<file path="src/spq_pkg.sv">
// spq_pkg: shared types and constants for the sorted priority queue
// used by spq_cell and sorted_priority_queue; no dependencies
package spq_pkg;

  localparam int DEFAULT_CAPACITY = 64;
  localparam int DATA_W = 16;
  localparam int PRIO_W = 16;
  localparam int TOTAL_W = 7;

  localparam logic REQ_PUSH = 1'b0;
  localparam logic REQ_POP  = 1'b1;

  localparam logic [1:0] STAT_OK    = 2'd0;
  localparam logic [1:0] STAT_EMPTY = 2'd1;
  localparam logic [1:0] STAT_FULL  = 2'd2;

  typedef struct packed {
    logic              req_type;
    logic [DATA_W-1:0] item_data;
    logic [PRIO_W-1:0] item_priority;
  } req_t;

  typedef struct packed {
    logic [DATA_W-1:0]  out_data;
    logic [1:0]         status;
    logic [TOTAL_W-1:0] entry_total;
  } rsp_t;

  typedef struct packed {
    logic [DATA_W-1:0] data;
    logic [PRIO_W-1:0] priority_key;
  } entry_t;

  // broadcast to every cell of the chain
  typedef struct packed {
    logic   push;
    logic   pop;
    entry_t item;
  } cell_ctl_t;

endpackage

</file>
<file path="src/spq_cell.sv">
// spq_cell: one slot of the sorted chain, holds one entry
// depends on spq_pkg
module spq_cell (
  input  logic               clk,
  input  spq_pkg::cell_ctl_t ctl,
  input  logic               occupied,
  input  logic               prev_gt,
  input  logic               prev_ins,
  input  spq_pkg::entry_t    prev_entry,
  input  spq_pkg::entry_t    next_entry,
  output spq_pkg::entry_t    entry,
  output logic               gt,
  output logic               ins
);

  // strictly greater entries move back so equal keys keep arrival order
  assign gt  = occupied && (entry.priority_key > ctl.item.priority_key);
  assign ins = gt || !occupied;

  always_ff @(posedge clk) begin
    if (ctl.push) begin
      if (prev_gt) begin
        entry <= prev_entry;
      end else if (ins && !prev_ins) begin
        entry <= ctl.item;
      end
    end else if (ctl.pop) begin
      entry <= next_entry;
    end
  end

endmodule

</file>
<file path="config.mk">
export PLATFORM = sky130hd
export DESIGN_NAME = spq_cell
export DESIGN_NICKNAME = d
export VERILOG_FILES = /design/src/spq_pkg.sv /design/src/spq_cell.sv
export SDC_FILE = /design/constraint.sdc
export NUM_CORES = 1
export LEC_CHECK = 0
export ABC_AREA = 1
export BUFFER_PORTS_ARGS = -buffer_cell sky130_fd_sc_hd__buf_4
export CAP_MARGIN = 20
export CORE_UTILIZATION = 38
export CTS_CLUSTER_SIZE = 40
export DETAILED_ROUTE_END_ITERATION = 10
export GPL_ROUTABILITY_DRIVEN = 0
export PLACE_DENSITY = 0.77
export SLEW_MARGIN = 20
export SYNTH_ARGS = -nofsm -noshare
export SYNTH_HDL_FRONTEND = slang
export SYNTH_SLANG_ARGS = --single-unit
</file>
<file path="constraint.sdc">
create_clock -name clk -period 2.8 [get_ports clk]
set_clock_uncertainty 0.2 [all_clocks]
set_input_delay 0.14 -clock clk [delete_from_list [all_inputs] [get_ports clk]]
set_output_delay 0.14 -clock clk [all_outputs]
set_load 0.01 [all_outputs]
</file>
[Word-level counts from Yosys, hierarchy flattened]
Index checks and enable logic that the tools add are counted.
W data, S select, Z words.
Storage, ports and cells
  output and inout port bits: 34
  input bits: 102
  flip-flop bits (word level): 32
  logic and storage cells: 15
Cells by class
  magnitude comparators: 1
  equality and inequality tests: 1
  reductions and logical operators: 7
  muxes and demuxes: 4
Operators by type and width (number)
  $mux W32: 4
  $gt A16 B16 Y1: 1
  $ne A3 B1 Y1 const B: 1
  $logic_and A1 B1 Y1: 2
  $logic_not A1 Y1: 2
  $reduce_and A2 Y1: 1
  $reduce_bool A2 Y1: 1
  $logic_or A1 B1 Y1: 1

[Logic depth before layout (Yosys ltp)]
  depth after elaboration: 7
  mapped depth: 15
  depth with buffers taken out: 15

[Worst setup path before layout]
No wires, ideal clock.
  path type: register to register
  from: register entry[15] (netlist bit)
  to: register entry[0] (netlist bit) (enable)
  arrival: 2288 ps
  data required time: 2200 ps
  cell stages (with the launch flop): 10
  setup time: 400 ps
  buffers on the path: 0
  clock period less this slack: 2888 ps
  setup slack: -88 ps
  path through: edfxtp_1 -> ha_1 -> nand2_2 -> nor3_2 -> nand2_1 -> nand2_1 -> nand2_2 -> nand2_2 -> nand2_2 -> a21oi_2
Between the ends
  longest elaborated chain between the ends: 6
RTL lines
  start, declared: line spq_cell.sv:11  | output spq_pkg::entry_t entry,
  start signal, assigned: line spq_cell.sv:23  | entry <= prev_entry;
  start signal, assigned: line spq_cell.sv:25  | entry <= ctl.item;
  start signal, assigned: line spq_cell.sv:28  | entry <= next_entry;
  $gt A16 B16 Y1: line spq_cell.sv:17  | assign gt = occupied && (entry.priority_key > ctl.item.priority_key);
  $logic_and A1 B1 Y1: line spq_cell.sv:17
  $logic_or A1 B1 Y1: line spq_cell.sv:18  | assign ins = gt || !occupied;
  named net ins: line spq_cell.sv:13  | output logic ins
  $logic_and A1 B1 Y1: line spq_cell.sv:24  | end else if (ins && !prev_ins) begin
  $ne A3 B1 Y1 (no line)
  $reduce_and A2 Y1 (no line)
The timed path passes the listed nets, and every way through them passes these cells.
A chain may end at the register's enable or synchronous reset.

[Final worst setup path]
  from: register entry[15] (netlist bit)
  to: register entry[1] (netlist bit) (enable)
Between the ends
  longest elaborated chain between the ends: 6
RTL lines (line)
  $gt A16 B16 Y1: spq_cell.sv:17
  $logic_and A1 B1 Y1: spq_cell.sv:17
  $logic_or A1 B1 Y1: spq_cell.sv:18
  $logic_and A1 B1 Y1: spq_cell.sv:24
  $ne A3 B1 Y1 (no line)
  $reduce_and A2 Y1 (no line)
No other way between the ends.

==> run metrics <==
# diodes 0; largest family of logic cells by synthesized area simple AND/OR/NAND/NOR gates; CTS tree yes; slew margin rel. 31.8%; CP max FO 20; Setup WS pre-CTS 0.501 ns; Syn Inst Count 253; Hold WS 0.0104 ns; worst reg-to-reg path cell count 10; initial antenna violation count 0; cell taking the most area after synthesis edfxtp_1; CTS Root Cell clkbuf_8; Routed WL per cell 13.1 um; # port buffers 135; vias per cell 4.79; min-delay worst type input pin to register; residual DRC count 0; status complete, no violations; CP peak stage delay 0.40 ns; # IOs 136; vias in the first global route 2,219; postcts setup bufs 0; syn_area_per_cell 8.14 um^2; Final Hold Fails 0; Final #Nets 537; Seq cells post-synth 32; mux cell area share after synthesis 0%; Worst Setup EP entry[1]; Crit Path Class register to register; Slew @ Worst Pin 1.02 ns; Biggest register entry; cell leakage power 0.00173 uW; # resized after CTS 0; Routed Wire Length 6.43 mm; pin count of the biggest net entering global routing 35; largest vdd supply drop 0.231 mV; Rows 26; max-cap violations 0; fmax 432 MHz; Clk Latency, worst-skew pair 0.28 ns; Num CTS Buffers 5; Max Buffers Root-to-Sink 2; Worst setup startpoint entry[15]; pwr dens 417 nW/um^2; Post-Synth Simple-Gate Area 18.7%; syn_nets 371; Tot Pwr 1490 uW; htree depth 2; Core Region 5170 um^2; minimum clock period 2.32 ns; Detailed Place HPWL 4.43 mm; Die ar. 5720 um^2; Top Registers entry: 32 flops; slowest stage cell, crit path edfxtp_1; CTS Sinks 32; DR vias 2,349; die height 75.6 um; Mapped Area 2060 um^2; R2R setup slack 0.48 ns; Synth cell types 17; Reg-to-Reg End entry[1]; Synth Area in Compound Gates 18.2%; Die W 75.6 um; largest cells by area after synthesis edfxtp_1, o21ai_0, ha_1; RSZ-0062 raised after global routing false; Final Cycle Share 82.7%; share of the yosys chip area belonging to registers 46.7%; DRT iter0 DRCs 68; Area Overhead vs Synth 73.8%; most used cell, CP nand2_2; Final WS setup 0.484 ns; post-cts hold buffer count 33; Worst EP required 2.56 ns; Setup TNS Final 0 ns; first-pass GRT wire length 9.68 mm; number of flip-flops in the largest register 32; Pre-Repair DR Iteration Count 4; area share of the largest cell type after synthesis 46.7%; WP data arrival 2.07 ns; Final Util 69.2%; proportion of layout cells with a drive suffix above 1 36.4%; clock-pin slew on the worst setup and hold paths 0.07 ns; Synth Area in Adders 9.72%; Yosys Warn Count 0; CP Capture Type register; Initial Util 39.8%; CP startpoint kind register; Antenna Nets Post-Route 0; Synth Area in XOR/XNOR 0%; Tot GR Track Use 22.9%; FF-to-FF Start entry[15]; GRT overflow 0; final setup fails 0; final slew viol count 0; cells along the critical path ha_1, nand2_2, o21ai_0, a21oi_2, nand2_1, nand2_2, nand2_2, nand2_2, a21oi_4, buf_4
worst min path at each step:
| stage | depth (start not counted) | startpoint | endpoint | slack (ns) |
|---|---|---|---|---|
| global placement | 3 | next_entry[25] | entry[25] | 0.22 |
| floorplan | 2 | next_entry[0] | entry[0] | 0.13 |
| detailed placement | 3 | next_entry[16] | entry[16] | 0.23 |
| finish | 3 | prev_entry[16] | entry[16] | 0.01 |
| global route | 3 | prev_entry[24] | entry[24] | 0.007 |
| CTS | 3 | prev_entry[26] | entry[26] | 0.001 |
cell usage in the layout, fill, tap and decap left out, drive strengths merged:
cell	Yosys	final
buf	3	138
o21ai	65	65
nand2	52	52
nor2	40	40
dlygate4sd3	0	33
edfxtp	32	32
inv	24	24
ha	16	16
a21oi	7	7
clkbuf	9	6
nand3	2	2
a21o	1	1
nand4	1	1
nor3	1	1
bufinv	0	1
clkinv	0	1
metal layers:
layer  track usage [%]  vias to the layer above  wire [um]
met5                 0                        -          0
met4              8.23                        0        121
met3              6.35                       14        433
met2              42.6                       97       3320
met1              24.7                     1055       2550
li1                  -                     1183          -
layout make-up:
class | instances | area (um^2)
inverter | 24 | 90.1
tap | 70 | 87.6
clock buffer | 6 | 72.6
clock inverter | 2 | 35.0
multi-input combinational | 185 | 967
timing repair buffer | 171 | 1370
fill | 418 | 1590
sequential | 32 | 961
where the power goes:
group | switching (uW) | internal [uW] | total, uW | leakage [uW]
clock | 167 | 264 | 431 | 0.0000552
combinational | 204 | 245 | 449 | 0.00135
sequential | 20.1 | 591 | 611 | 0.000323
Yosys cell counts:
| library cell | count |
|---|---|
| o21ai_0 | 63 |
| a21oi_1 | 5 |
| nand3_1 | 2 |
| nand2_2 | 4 |
| a21o_1 | 1 |
| nor3_2 | 1 |
| inv_1 | 24 |
| nand4_1 | 1 |
| nand2_1 | 48 |
| a21oi_2 | 2 |
| clkbuf_1 | 9 |
| edfxtp_1 | 32 |
| ha_1 | 16 |
| o21ai_1 | 2 |
| nor2_1 | 39 |
| buf_2 | 3 |
| nor2_2 | 1 |
through the flow:
stage,cells,area [um^2]
6_report,490,3580
5_1_grt,490,3580
4_1_cts,490,3580
3_5_place_dp,449,3140
3_3_place_gp,449,3140
2_1_floorplan,253,2070
logic make-up (layout without fill, tap and decap cells):
family	after synthesis	count (layout)
AND/OR/NAND/NOR	96	96
flip-flops	32	32
adder cells (fa/ha/maj)	16	16
buffers and inverters	36	203
AO/OA/AOI/OAI	73	73
critical path, delay by kind of cell (launching register included):
family	cells	cell delay, ns
buf+inv	1	0.30
compound gates	3	0.43
simple gates	5	0.35
flops	1	0.40
fa+ha+maj	1	0.32
Note: power is estimated with default switching activity, not from simulation.
